[config.mk]
export PLATFORM = sky130hd
export DESIGN_NAME = radix_digit_converter
export DESIGN_NICKNAME = d
export VERILOG_FILES = /design/src/sv/rdc_pkg.sv /design/src/sv/radix_digit_converter.sv /design/src/sv/rdc_front.sv /design/src/sv/rdc_queue.sv /design/src/sv/rdc_back.sv
export VERILOG_INCLUDE_DIRS = /design/src /design/src/sv
export SDC_FILE = /design/constraint.sdc
export NUM_CORES = 1
export LEC_CHECK = 0
export CAP_MARGIN = 20
export CORE_MARGIN = 3
export CORE_UTILIZATION = 40
export CTS_CLUSTER_DIAMETER = 200
export CTS_CLUSTER_SIZE = 8
export DETAILED_ROUTE_END_ITERATION = 8
export DONT_BUFFER_PORTS = 1
export HOLD_SLACK_MARGIN = 0.02
export PLACE_DENSITY_LB_ADDON = 0.08
export SLEW_MARGIN = 20
export SYNTH_ARGS = -nofsm -noshare
export SYNTH_HDL_FRONTEND = slang
export SYNTH_HIERARCHICAL = 1
export SYNTH_SLANG_ARGS = --single-unit
export TNS_END_PERCENT = 50
[constraint.sdc]
create_clock -name clk -period 15.9 [get_ports clk]
set_clock_uncertainty 0.2 [all_clocks]
set_input_delay 0 -clock clk [delete_from_list [all_inputs] [get_ports clk]]
set_output_delay 0 -clock clk [all_outputs]
set_load 0.05 [all_outputs]
[src/sv/radix_digit_converter_macros.svh]
// Assertion macros of the radix digit converter RTL (used by rdc_back).
// Needs a clk and an active-low rst_n in the scope where a macro is used.
`ifndef RADIX_DIGIT_CONVERTER_MACROS_SVH
`define RADIX_DIGIT_CONVERTER_MACROS_SVH

// same-cycle implication
`define RDC_ASSERT_IMPL(lbl, ante, cons, msg) \
  lbl: assert property (@(posedge clk) disable iff (!rst_n) (ante) |-> (cons)) else $error(msg);

// next-cycle implication
`define RDC_ASSERT_NEXT(lbl, ante, cons, msg) \
  lbl: assert property (@(posedge clk) disable iff (!rst_n) (ante) |=> (cons)) else $error(msg);

`endif

[src/sv/rdc_pkg.sv]
// Shared constants and types of the radix digit converter.
// No dependencies; imported by every RTL module of the block.
package rdc_pkg;

  localparam int VALUE_BITS  = 64;
  localparam int MAX_DIGITS  = 64;
  localparam int DIGIT_LIMIT = (MAX_DIGITS > 64) ? 64 : MAX_DIGITS;
  localparam int CNT_W       = $clog2(DIGIT_LIMIT + 1);
  localparam int ADDR_W      = $clog2(DIGIT_LIMIT);

  localparam int IN_VALUE_W  = 64;
  localparam int RADIX_W     = 5;
  localparam int PREC_W      = 7;
  localparam int CHAR_W      = 7;
  localparam int DIGIT_W     = 4;
  localparam int RADIX_MIN   = 2;
  localparam int RADIX_MAX   = 16;

  // divider consumes STEP_BITS dividend bits per cycle
  localparam int STEP_BITS   = 8;
  localparam int DIV_STEPS   = (VALUE_BITS + STEP_BITS - 1) / STEP_BITS;
  localparam int DIV_W       = DIV_STEPS * STEP_BITS;
  localparam int STEP_W      = (DIV_STEPS > 1) ? $clog2(DIV_STEPS) : 1;

  localparam int QDEPTH      = 2;
  localparam int QPTR_W      = $clog2(QDEPTH);
  localparam int QCNT_W      = $clog2(QDEPTH + 1);

  // classified request handed from front to back
  typedef struct packed {
    logic [VALUE_BITS-1:0] value;
    logic [RADIX_W-1:0]    radix;
    logic [CNT_W-1:0]      prec;
    logic                  no_digits;
  } q_item_t;

endpackage

[src/sv/radix_digit_converter.sv]
// Flow: a request is registered into the request queue; the divider then fills the digit stack
// one digit at a time while the quotient is nonzero or pad digits are owed to the precision;
// each digit is then read back MSB first and loaded into the output register, waiting while it
// holds an unpopped digit. Throughput: one request at a time in the divider.
// Reset: synchronous active-low; clears letter_case, queue pointers, engine state, output valid.
module radix_digit_converter import rdc_pkg::*; (
  input  logic                  clk,
  input  logic                  rst_n,
  input  logic                  push,
  output logic                  full,
  input  logic [IN_VALUE_W-1:0] in_value,
  input  logic [RADIX_W-1:0]    in_radix,
  input  logic [PREC_W-1:0]     in_min_digits,
  output logic                  empty,
  input  logic                  pop,
  output logic [CHAR_W-1:0]     out_digit_char,
  output logic                  out_last_digit,
  output logic [CNT_W-1:0]      out_digit_count,
  input  logic                  valid,
  output logic                  ready,
  input  logic                  cfg_letter_case
);

  logic    letter_case_r;
  logic    q_full;
  logic    q_push;
  logic    q_empty;
  logic    q_pop;
  q_item_t q_wr_item;
  q_item_t q_rd_item;

  assign ready = 1'b1;

  always_ff @(posedge clk) begin
    if (!rst_n) begin
      letter_case_r <= 1'b0;
    end else if (valid && ready) begin
      letter_case_r <= cfg_letter_case;
    end
  end

  rdc_front u_front (
    .push       (push),
    .value      (in_value),
    .radix      (in_radix),
    .min_digits (in_min_digits),
    .q_full     (q_full),
    .full       (full),
    .q_push     (q_push),
    .q_item     (q_wr_item)
  );

  rdc_queue u_queue (
    .clk     (clk),
    .rst_n   (rst_n),
    .push    (q_push),
    .wr_item (q_wr_item),
    .full    (q_full),
    .pop     (q_pop),
    .rd_item (q_rd_item),
    .empty   (q_empty)
  );

  rdc_back u_back (
    .clk         (clk),
    .rst_n       (rst_n),
    .letter_case (letter_case_r),
    .q_item      (q_rd_item),
    .q_empty     (q_empty),
    .q_pop       (q_pop),
    .empty       (empty),
    .pop         (pop),
    .digit_char  (out_digit_char),
    .last_digit  (out_last_digit),
    .digit_count (out_digit_count)
  );

endmodule

[src/sv/rdc_front.sv]
// Front end: clamps radix and precision and flags requests with no digits.
// Depends on rdc_pkg; feeds rdc_queue.
module rdc_front import rdc_pkg::*; (
  input  logic                  push,
  input  logic [IN_VALUE_W-1:0] value,
  input  logic [RADIX_W-1:0]    radix,
  input  logic [PREC_W-1:0]     min_digits,
  input  logic                  q_full,
  output logic                  full,
  output logic                  q_push,
  output q_item_t               q_item
);

  assign full   = q_full;
  assign q_push = push && !q_full;

  always_comb begin
    q_item.value = value[VALUE_BITS-1:0];
    if (radix < RADIX_W'(RADIX_MIN)) begin
      q_item.radix = RADIX_W'(RADIX_MIN);
    end else if (radix > RADIX_W'(RADIX_MAX)) begin
      q_item.radix = RADIX_W'(RADIX_MAX);
    end else begin
      q_item.radix = radix;
    end
    if (min_digits > PREC_W'(DIGIT_LIMIT)) begin
      q_item.prec = CNT_W'(DIGIT_LIMIT);
    end else begin
      q_item.prec = CNT_W'(min_digits);
    end
    // zero with zero precision produces nothing
    q_item.no_digits = (value[VALUE_BITS-1:0] == '0) && (min_digits == '0);
  end

endmodule

[src/sv/rdc_queue.sv]
// Short request queue between the front end and the conversion engine.
// Depends on rdc_pkg (q_item_t, QDEPTH).
module rdc_queue import rdc_pkg::*; (
  input  logic    clk,
  input  logic    rst_n,
  input  logic    push,
  input  q_item_t wr_item,
  output logic    full,
  input  logic    pop,
  output q_item_t rd_item,
  output logic    empty
);

  q_item_t             entries_r [QDEPTH];
  logic [QPTR_W-1:0]   wr_ptr_r;
  logic [QPTR_W-1:0]   rd_ptr_r;
  logic [QCNT_W-1:0]   count_r;
  logic                do_push;
  logic                do_pop;

  assign full    = (count_r == QCNT_W'(QDEPTH));
  assign empty   = (count_r == '0);
  assign do_push = push && !full;
  assign do_pop  = pop && !empty;
  assign rd_item = entries_r[rd_ptr_r];

  always_ff @(posedge clk) begin
    if (do_push) begin
      entries_r[wr_ptr_r] <= wr_item;
    end
  end

  always_ff @(posedge clk) begin
    if (!rst_n) begin
      wr_ptr_r <= '0;
      rd_ptr_r <= '0;
      count_r  <= '0;
    end else begin
      if (do_push) begin
        wr_ptr_r <= (wr_ptr_r == QPTR_W'(QDEPTH - 1)) ? '0 : wr_ptr_r + 1'b1;
      end
      if (do_pop) begin
        rd_ptr_r <= (rd_ptr_r == QPTR_W'(QDEPTH - 1)) ? '0 : rd_ptr_r + 1'b1;
      end
      if (do_push && !do_pop) begin
        count_r <= count_r + 1'b1;
      end else if (do_pop && !do_push) begin
        count_r <= count_r - 1'b1;
      end
    end
  end

endmodule

[src/sv/rdc_back.sv]
// Conversion engine: iterative divider filling a digit stack, then MSB-first
// emission into the output register. Depends on rdc_pkg and the macro header.
`include "radix_digit_converter_macros.svh"
module rdc_back import rdc_pkg::*; (
  input  logic             clk,
  input  logic             rst_n,
  input  logic             letter_case,
  input  q_item_t          q_item,
  input  logic             q_empty,
  output logic             q_pop,
  output logic             empty,
  input  logic             pop,
  output logic [CHAR_W-1:0] digit_char,
  output logic             last_digit,
  output logic [CNT_W-1:0] digit_count
);

  typedef enum logic [3:0] {
    S_IDLE = 4'b0001,
    S_DIV  = 4'b0010,
    S_RD   = 4'b0100,
    S_OUT  = 4'b1000
  } state_t;

  state_t              state_r, state_nxt;
  logic [DIV_W-1:0]    div_r, div_nxt;
  logic [DIGIT_W-1:0]  rem_r, rem_nxt;
  logic [RADIX_W-1:0]  radix_r, radix_nxt;
  logic [CNT_W-1:0]    prec_r, prec_nxt;
  logic [CNT_W-1:0]    cnt_r, cnt_nxt;
  logic [STEP_W-1:0]   step_r, step_nxt;
  logic [ADDR_W-1:0]   addr_r, addr_nxt;
  logic                out_valid_r, out_valid_nxt;
  logic [CHAR_W-1:0]   out_char_r;
  logic                out_last_r;
  logic [CNT_W-1:0]    out_count_r;
  logic [DIGIT_W-1:0]  rd_data_r;

  logic [DIGIT_W-1:0]  dig_mem [DIGIT_LIMIT];
  logic                wr_en;
  logic [ADDR_W-1:0]   wr_addr;
  logic [DIGIT_W-1:0]  wr_data;
  logic                rd_en;
  logic                load_out;

  logic [DIV_W-1:0]    sh;
  logic [DIGIT_W-1:0]  rm;
  logic [DIGIT_W:0]    r5;
  logic                div_zero;
  logic                digit_done;
  logic [DIV_W-1:0]    quot;

  function automatic logic [CHAR_W-1:0] digit_to_ascii(input logic [DIGIT_W-1:0] d,
                                                       input logic upper);
    logic [CHAR_W-1:0] dd;
    dd = CHAR_W'(d);
    if (d < DIGIT_W'(10)) begin
      return 7'h30 + dd;
    end
    return (upper ? 7'h41 : 7'h61) + dd - 7'd10;
  endfunction

  // STEP_BITS restoring division steps per cycle; quotient bits shift in at the bottom
  always_comb begin
    sh = div_r;
    rm = rem_r;
    r5 = '0;
    for (int i = 0; i < STEP_BITS; i++) begin
      r5 = {rm, sh[DIV_W-1]};
      sh = {sh[DIV_W-2:0], 1'b0};
      if (r5 >= radix_r) begin
        rm    = DIGIT_W'(r5 - radix_r);
        sh[0] = 1'b1;
      end else begin
        rm = r5[DIGIT_W-1:0];
      end
    end
  end

  // a quotient already at zero yields a padding zero without division steps
  assign div_zero   = (step_r == '0) && (div_r == '0);
  assign digit_done = div_zero || (step_r == STEP_W'(DIV_STEPS - 1));
  assign quot       = div_zero ? '0 : sh;
  assign load_out   = (state_r == S_OUT) && (!out_valid_r || pop);

  always_comb begin
    state_nxt = state_r;
    div_nxt   = div_r;
    rem_nxt   = rem_r;
    radix_nxt = radix_r;
    prec_nxt  = prec_r;
    cnt_nxt   = cnt_r;
    step_nxt  = step_r;
    addr_nxt  = addr_r;
    q_pop     = 1'b0;
    wr_en     = 1'b0;
    wr_addr   = cnt_r[ADDR_W-1:0];
    wr_data   = div_zero ? '0 : rm;
    rd_en     = 1'b0;
    case (state_r)
      S_IDLE: begin
        if (!q_empty) begin
          q_pop = 1'b1;
          if (!q_item.no_digits) begin
            div_nxt   = DIV_W'(q_item.value);
            radix_nxt = q_item.radix;
            prec_nxt  = q_item.prec;
            rem_nxt   = '0;
            cnt_nxt   = '0;
            step_nxt  = '0;
            state_nxt = S_DIV;
          end
        end
      end
      S_DIV: begin
        if (digit_done) begin
          wr_en    = 1'b1;
          cnt_nxt  = cnt_r + 1'b1;
          div_nxt  = quot;
          rem_nxt  = '0;
          step_nxt = '0;
          if (!(((quot != '0) || (cnt_nxt < prec_r)) && (cnt_nxt < CNT_W'(DIGIT_LIMIT)))) begin
            addr_nxt  = cnt_r[ADDR_W-1:0];
            state_nxt = S_RD;
          end
        end else begin
          div_nxt  = sh;
          rem_nxt  = rm;
          step_nxt = step_r + 1'b1;
        end
      end
      S_RD: begin
        rd_en     = 1'b1;
        state_nxt = S_OUT;
      end
      S_OUT: begin
        if (load_out) begin
          if (addr_r == '0) begin
            state_nxt = S_IDLE;
          end else begin
            addr_nxt  = addr_r - 1'b1;
            state_nxt = S_RD;
          end
        end
      end
      default: begin
        state_nxt = S_IDLE;
      end
    endcase
  end

  always_comb begin
    out_valid_nxt = out_valid_r && !pop;
    if (load_out) begin
      out_valid_nxt = 1'b1;
    end
  end

  always_ff @(posedge clk) begin
    if (wr_en) begin
      dig_mem[wr_addr] <= wr_data;
    end
    if (rd_en) begin
      rd_data_r <= dig_mem[addr_r];
    end
  end

  always_ff @(posedge clk) begin
    div_r   <= div_nxt;
    rem_r   <= rem_nxt;
    radix_r <= radix_nxt;
    prec_r  <= prec_nxt;
    addr_r  <= addr_nxt;
    if (load_out) begin
      out_char_r  <= digit_to_ascii(rd_data_r, letter_case);
      out_last_r  <= (addr_r == '0);
      out_count_r <= cnt_r;
    end
  end

  always_ff @(posedge clk) begin
    if (!rst_n) begin
      state_r     <= S_IDLE;
      cnt_r       <= '0;
      step_r      <= '0;
      out_valid_r <= 1'b0;
    end else begin
      state_r     <= state_nxt;
      cnt_r       <= cnt_nxt;
      step_r      <= step_nxt;
      out_valid_r <= out_valid_nxt;
    end
  end

  assign empty       = !out_valid_r;
  assign digit_char  = out_char_r;
  assign last_digit  = out_last_r;
  assign digit_count = out_count_r;

  `RDC_ASSERT_IMPL(a_cnt_limit, 1'b1, cnt_r <= CNT_W'(DIGIT_LIMIT), "digit count past limit")
  `RDC_ASSERT_IMPL(a_wr_in_div, wr_en, state_r == S_DIV, "digit stack written outside division")
  `RDC_ASSERT_IMPL(a_pop_idle, q_pop, (state_r == S_IDLE) && !q_empty, "request taken while busy")
  `RDC_ASSERT_NEXT(a_last_idle, load_out && (addr_r == '0), (state_r == S_IDLE) && out_last_r,
                   "last digit not followed by idle")

endmodule
==> Word-level counts from Yosys, hierarchy flattened <==
Memory sizes are Yosys's and may differ from the RTL's. A register that Yosys moved wholly into a read port is not among the register bits.
Cells that the tools add are included.
{ "totals": {"reg_bits": 121, "ram_bits": 410, "n_memories": 2, "word_cells": 168, "output_inout_bits": 18} }
{ "classes": {"order_cmp": 14, "n_bitwise": 2, "mux": 70, "n_eq_ne": 12, "n_reduce_logical": 34, "n_addsub": 18} }
{ "memory_table": {"columns": ["memory", "depth", "width", "read_ports", "rd_ports_with_merged_regs", "write_ports", "line", "source"], "rows": [
  ["u_back.dig_mem", 64, 4, 1, 1, 1, "rdc_back.sv:39", "logic [DIGIT_W-1:0] dig_mem [DIGIT_LIMIT];"],
  ["u_queue.entries_r", 2, 77, 1, 1, 1, "rdc_queue.sv:14", "q_item_t entries_r [QDEPTH];"]
]} }
{ "op_table": {"columns": ["cell", "count"], "rows": [
  ["two-way mux 64 bit", 4],
  ["logical NOT 64 bit", 2],
  ["case mux 64 bit (2 select lines)", 1],
  ["two-way mux 4 bit", 17],
  ["nonzero test 64 bit", 1],
  ["two-way mux 7 bit", 6],
  ["greater-or-equal comparator 5 bit", 8],
  ["subtractor 4 bit", 8],
  ["two-way mux 6 bit", 5],
  ["two-way mux 1 bit", 24],
  ["case mux 4 bit (4 select lines)", 1],
  ["case mux 7 bit (2 select lines)", 1],
  ["two-way mux 3 bit", 4],
  ["case mux 6 bit (2 select lines)", 1],
  ["logical AND 1 bit", 10],
  ["two-way mux 5 bit", 2],
  ["AND reduction 5 bit", 2],
  ["inequality test 2 bit (second input constant)", 4],
  ["case mux 4 bit (2 select lines)", 1],
  ["adder 6 x 4 -> 7 bit (first input constant)", 1],
  ["adder 7 x 1 -> 7 bit (second input constant)", 1],
  ["adder 7 x 4 -> 7 bit", 1],
  ["> comparator 7 bit (second input constant)", 1],
  ["logical NOT 7 bit", 1],
  ["29 further kinds", 43]
]} }

==> Depth between registers and ports, before layout <==
{ "depth": {"ltp_word": 23, "ltp_mapped": 53, "mapped_depth_nobuf": 50} }

==> Hierarchy <==
Netlist, hierarchy kept.
{ "by_module_without_submodules": {"columns": ["mod", "area_each_um2", "seq_area_each_um2", "cells_each", "instances"], "rows": [
  ["rdc_back", 17310.4, 11140.7, 1210, 1],
  ["rdc_queue", 5908.2, 4724.5, 265, 1],
  ["rdc_front", 753.2, 0.0, 105, 1],
  ["radix_digit_converter", 47.5, 20.0, 5, 1]
]} }

==> Worst setup path before layout <==
OpenSTA, ideal clock, no wires.
{ "synth_path": {"path_kind": "register to register", "start": "reg u_back.radix_r[1]", "end": "mem u_back.dig_mem[0][0], data pin", "path_buffers": 3, "arrival_ns": 12.660, "synth_period_minus_slack_ns": 13.358, "required_time_ns": 15.201, "setup_ns": 0.499, "path_slack_ns": 2.542, "stages_incl_launch_ff": 49, "path_cell_list": "edfxtp_1 > inv_1 > ha_1 > nand4_1 > nand2_1 > o22ai_1 > mux2_2 > ha_1 > a21oi_1 > o21ai_0 > a31oi_2 > mux2_2 > ha_1 > o21a_1 > o31a_1 > o22ai_2 > or3b_2 > o211ai_1 > [13 not listed] > o21a_1 > o31a_1 > o22a_1 > o21ai_0 > inv_1 > ha_1 > nor2b_1 > o211a_1 > o32ai_4 > clkbuf_1 > mux2_2 > a31o_2 > ha_1 > a21oi_1 > o21a_1 > buf_2 > mux2_2 > nor2_1"} }
{ "synth_via": {"elab_chain_cells": 17, "word_cells_on_any_way": 24, "cone_classes": "add/sub (7); order compare (8); mux (9)"} }
{ "synth_lines": {"columns": ["element", "line", "source"], "rows": [
  ["start: declaration", "rdc_back.sv:28", "logic [RADIX_W-1:0] radix_r, radix_nxt;"],
  ["start signal: assignment", "rdc_back.sv:171", "radix_r <= radix_nxt;"],
  ["subtractor 4 bit / greater-or-equal comparator 5 bit (equally long branches)", "rdc_back.sv:72, rdc_back.sv:71", null],
  ["two-way mux 4 bit", "rdc_back.sv:71", "if (r5 >= radix_r) begin"],
  ["subtractor 4 bit / greater-or-equal comparator 5 bit (equally long branches)", "rdc_back.sv:72, rdc_back.sv:71", null],
  ["two-way mux 4 bit", "rdc_back.sv:71", null],
  ["subtractor 4 bit / greater-or-equal comparator 5 bit (equally long branches)", "rdc_back.sv:72, rdc_back.sv:71", null],
  ["two-way mux 4 bit", "rdc_back.sv:71", null],
  ["greater-or-equal comparator 5 bit / subtractor 4 bit (equally long branches)", "rdc_back.sv:71, rdc_back.sv:72", null],
  ["two-way mux 4 bit", "rdc_back.sv:71", null],
  ["[2 not listed]", null, null],
  ["subtractor 4 bit / greater-or-equal comparator 5 bit (equally long branches)", "rdc_back.sv:72, rdc_back.sv:71", null],
  ["two-way mux 4 bit", "rdc_back.sv:71", null],
  ["subtractor 4 bit / greater-or-equal comparator 5 bit (equally long branches)", "rdc_back.sv:72, rdc_back.sv:71", null],
  ["two-way mux 4 bit", "rdc_back.sv:71", null],
  ["greater-or-equal comparator 5 bit (*)", "rdc_back.sv:71", null],
  ["two-way mux 4 bit (*)", "rdc_back.sv:71", null],
  ["two-way mux 4 bit (*)", "rdc_back.sv:98", "wr_data = div_zero ? '0 : rm;"],
  ["net u_back.wr_data[0]", "rdc_back.sv:42", "logic [DIGIT_W-1:0] wr_data;"],
  ["end: declaration", "rdc_back.sv:39", null]
]} }
Mark *: on every way through the listed nets, which the timed path passes. The rest lies on a longest branch.

==> Worst setup path in the final report <==
{ "layout_path": {"start": "reg u_back.radix_r[1]", "end": "mem u_back.dig_mem[40][0], data pin"} }
Same word-level chain as after synthesis.

==> results.ini <==
[critical_path]
cp_max_fo=39
crit_path_top_delay_cell=nor2_4
cp-end-kind=register
crit_required_ns=16.11
arrival_ns=14.69
worstSetupPathType=register to register
ff2ff_path_depth=47
crit_path_frequent_cell=ha_1
slowest_delay_ns=0.68
worstSetupStartpointType=register

[place]
io_buffers=0
dpl.hpwl_um=37500
place.gp.congestion=0.851
dpl_cell_area_mm2=0.0244
preCtsSetupSlack_ns=1.60

[grt]
antenna_found_initial=1
grt_pass1_wl_um=87100
grt_usage_pct=18.4
grt_max_degree=69
overflow=0
grt_pass1_vias=14000

[routing]
vias_per_cell=5.28
route.vias.total=13300
drt_iter0_drc=858
wl_per_cell_um=22.7
drc=0
drt_pass1_iterations=5
routed_wl_um=57000
drtAntennaViolNets=0

[timing]
period_share_pct=91.1
slew_violations=0
fmax_mhz=69.1
tns_ns=0
fin_ws_ns=1.42
slew_headroom_pct=24.7
hold_viol=0
rsz0062_at_grt=no
setup_violations=0
post-route-min-period_ns=14.48
worst_slew_pin_slew_ns=1.13

[layout]
nNetsFinal=1849
layout-drive-gt1-share_pct=17.8
fillCellCount=5196
multi_input_area_mm2=0.00721
fin_area_mm2=0.0281
regArea_mm2=0.0159
syn_to_final_growth_pct=16.9

[logic_synthesis]
synth_top_flop_cell=edfxtp_1
synth-seq-area-share_pct=66.1
syn_area_per_cell_um2=15.2
synth_edf_count=515
ys_types=77
synthCells=1585
ys_seq_elements=536
synth_top_family_by_area=multiplexers
async_flop_share_pct=0
yosysWarnings=6
muxShareOfSynthArea_pct=12.3
synth_fp_nets=1728
synthAdderAreaFrac_pct=3.43
synth_area_mm2=0.0240
synth-simple-area-share_pct=9.17
synth-compound-area-share_pct=4.12
synth-xor-area-share_pct=0.766

[clock_network]
clock_latency_ns=0.60
htreeDepth=3
cts_tree=yes
clk_pin_slew_ns=0.05
cts_root_buf=clkbuf_16
cts_buffers=76
cts.path.max_buffers=3
cts_resized=0
clkSinkCount=536

[floorplan]
die_h_um=251
chipWidth_um=251
fp.dieArea_mm2=0.0630
ios=100
initial_core_util_pct=40.5
coreArea_mm2=0.0592
row_count=89

[worst_hold_path]
hold_path_class=primary input to register
min_path_cells=2

[job]
drv_cap=0

[outcome]
status=finished clean

==> flip-flops by register name, indices dropped and copies added (netlist names), 2 cells and up, named ones only <==
| name | count |
|---|---|
| u_back/dig_mem | 256 |
| u_queue/entries_r | 154 |
| u_back/div_r | 64 |
| u_back/cnt_r | 7 |
| u_back/digit_char | 7 |
| u_back/digit_count | 7 |
| u_back/prec_r | 7 |
| u_back/addr_r | 6 |
| u_back/radix_r | 5 |
| u_back/rd_data_r | 4 |
| u_back/rem_r | 4 |
| u_back/state_r | 4 |
| u_back/step_r | 3 |
| u_queue/count_r | 2 |
==> repair_timing <==
action / in CTS / in global routing
hold buffers: 151 / 0
buffers inserted: 0 / 0
endpoints found under the hold margin: 192 / 0
setup endpoints to repair: 0 / 0
==> worst paths after layout <==
path / startpoint / to / slack (ns)
min reg2reg: u_back/cnt_r[6]$_SDFFE_PN0P_ / u_back/digit_count[6]$_DFFE_PP_ / 0.29
min: in_min_digits[0] / u_queue/entries_r[0][1]$_DFFE_PP_ / 0.05
max reg2reg: u_back/radix_r[1]$_DFFE_PP_ / u_back/dig_mem[40][0]$_DFFE_PP_ / 1.42
max: u_back/radix_r[1]$_DFFE_PP_ / u_back/dig_mem[40][0]$_DFFE_PP_ / 1.42
==> metrics by stage <==
stage,hold slack (ns),util [%],std cells
global placement,-0.109,41.2,2250
global route,0.0400,47.4,2514
CTS,0.0202,47.4,2514
floorplan,-0.0824,-,1585
finish,0.0514,47.4,2515
detailed placement,-0.106,41.2,2250
==> cells by family (layout without fill, tap and decap cells) <==
group / after synthesis / count (layout)
other: 1 / 2
AO/OA/AOI/OAI: 140 / 140
adder cells (fa/ha/maj): 61 / 61
AND/OR/NAND/NOR: 475 / 475
flip-flops: 536 / 536
multiplexers: 173 / 173
buffers and inverters: 178 / 334
XOR/XNOR: 21 / 21
==> cell type report <==
type | instances | area share (%)
inverter | 48 | 0.642
sequential | 536 | 56.6
clock inverter | 6 | 0.392
clock buffer | 107 | 7.26
timing repair buffer | 173 | 5.97
tap | 773 | 3.44
multi-input combinational | 871 | 25.7
antenna | 1 | 0.00891
==> cells in the final DEF (no fill, tap or decap), drive strengths merged, types with 20 or more instances in the layout <==
cell,count
nor4,32
clkbuf,107
dlygate4sd3,151
nor2,118
dfxtp,21
nand2,218
nand4,21
ha,53
a21oi,23
buf,22
mux4,80
nor2b,20
o21ai,26
inv,50
edfxtp,515
mux2,86
==> synth_stat cells (all sizes together), types with 4 or more instances <==
| library cell | number | share of area, % |
|---|---|---|
| o22ai | 5 | 0.16 |
| nor4 | 32 | 0.95 |
| mux2i | 7 | 0.29 |
| nor2b | 20 | 0.52 |
| and2 | 8 | 0.21 |
| dfxtp | 21 | 1.8 |
| nand4 | 21 | 0.60 |
| a32o | 4 | 0.17 |
| nand2b | 10 | 0.26 |
| a211oi | 9 | 0.30 |
| xnor2 | 12 | 0.44 |
| xor2 | 9 | 0.33 |
| o211ai | 5 | 0.16 |
| nand3 | 12 | 0.25 |
| edfxtp | 515 | 64 |
| a22oi | 8 | 0.25 |
| o21a | 9 | 0.28 |
| mux4 | 80 | 7.5 |
| and2b | 6 | 0.22 |
| a21boi | 5 | 0.16 |
| nor2 | 118 | 1.8 |
| nand2 | 218 | 3.4 |
| ha | 53 | 2.8 |
| inv | 48 | 0.75 |
| a31oi | 6 | 0.18 |
| a21oi | 23 | 0.48 |
| clkbuf | 35 | 0.55 |
| o21ai | 26 | 0.54 |
| nor3 | 8 | 0.19 |
| o31ai | 12 | 0.38 |
| fa | 8 | 0.67 |
| a21o | 8 | 0.25 |
| mux2 | 86 | 4.5 |
| buf | 94 | 2.7 |
==> critical path: cells and delay by family, from the launching register on <==
family	cells	cell delay, ns
AO/OA/AOI/OAI	23	5.62
adder cells (fa/ha/maj)	8	2.54
multiplexers	6	2.48
AND/OR/NAND/NOR	5	1.55
buffers and inverters	5	1.19
flip-flops	1	0.67
==> routing by layer <==
layer / part of all wire, % / global-route usage, % / vias to the layer above
met5: 0 / 0 / -
li1: - / - / 6184
met2: 50 / 31.4 / 307
met3: 4.2 / 3.28 / 100
met4: 3.2 / 6.41 / 0
met1: 43 / 23.9 / 6681
Power is left out: the tool's default activity adds up to more than one toggle a clock period on the data nets, which glitch-free logic cannot reach.
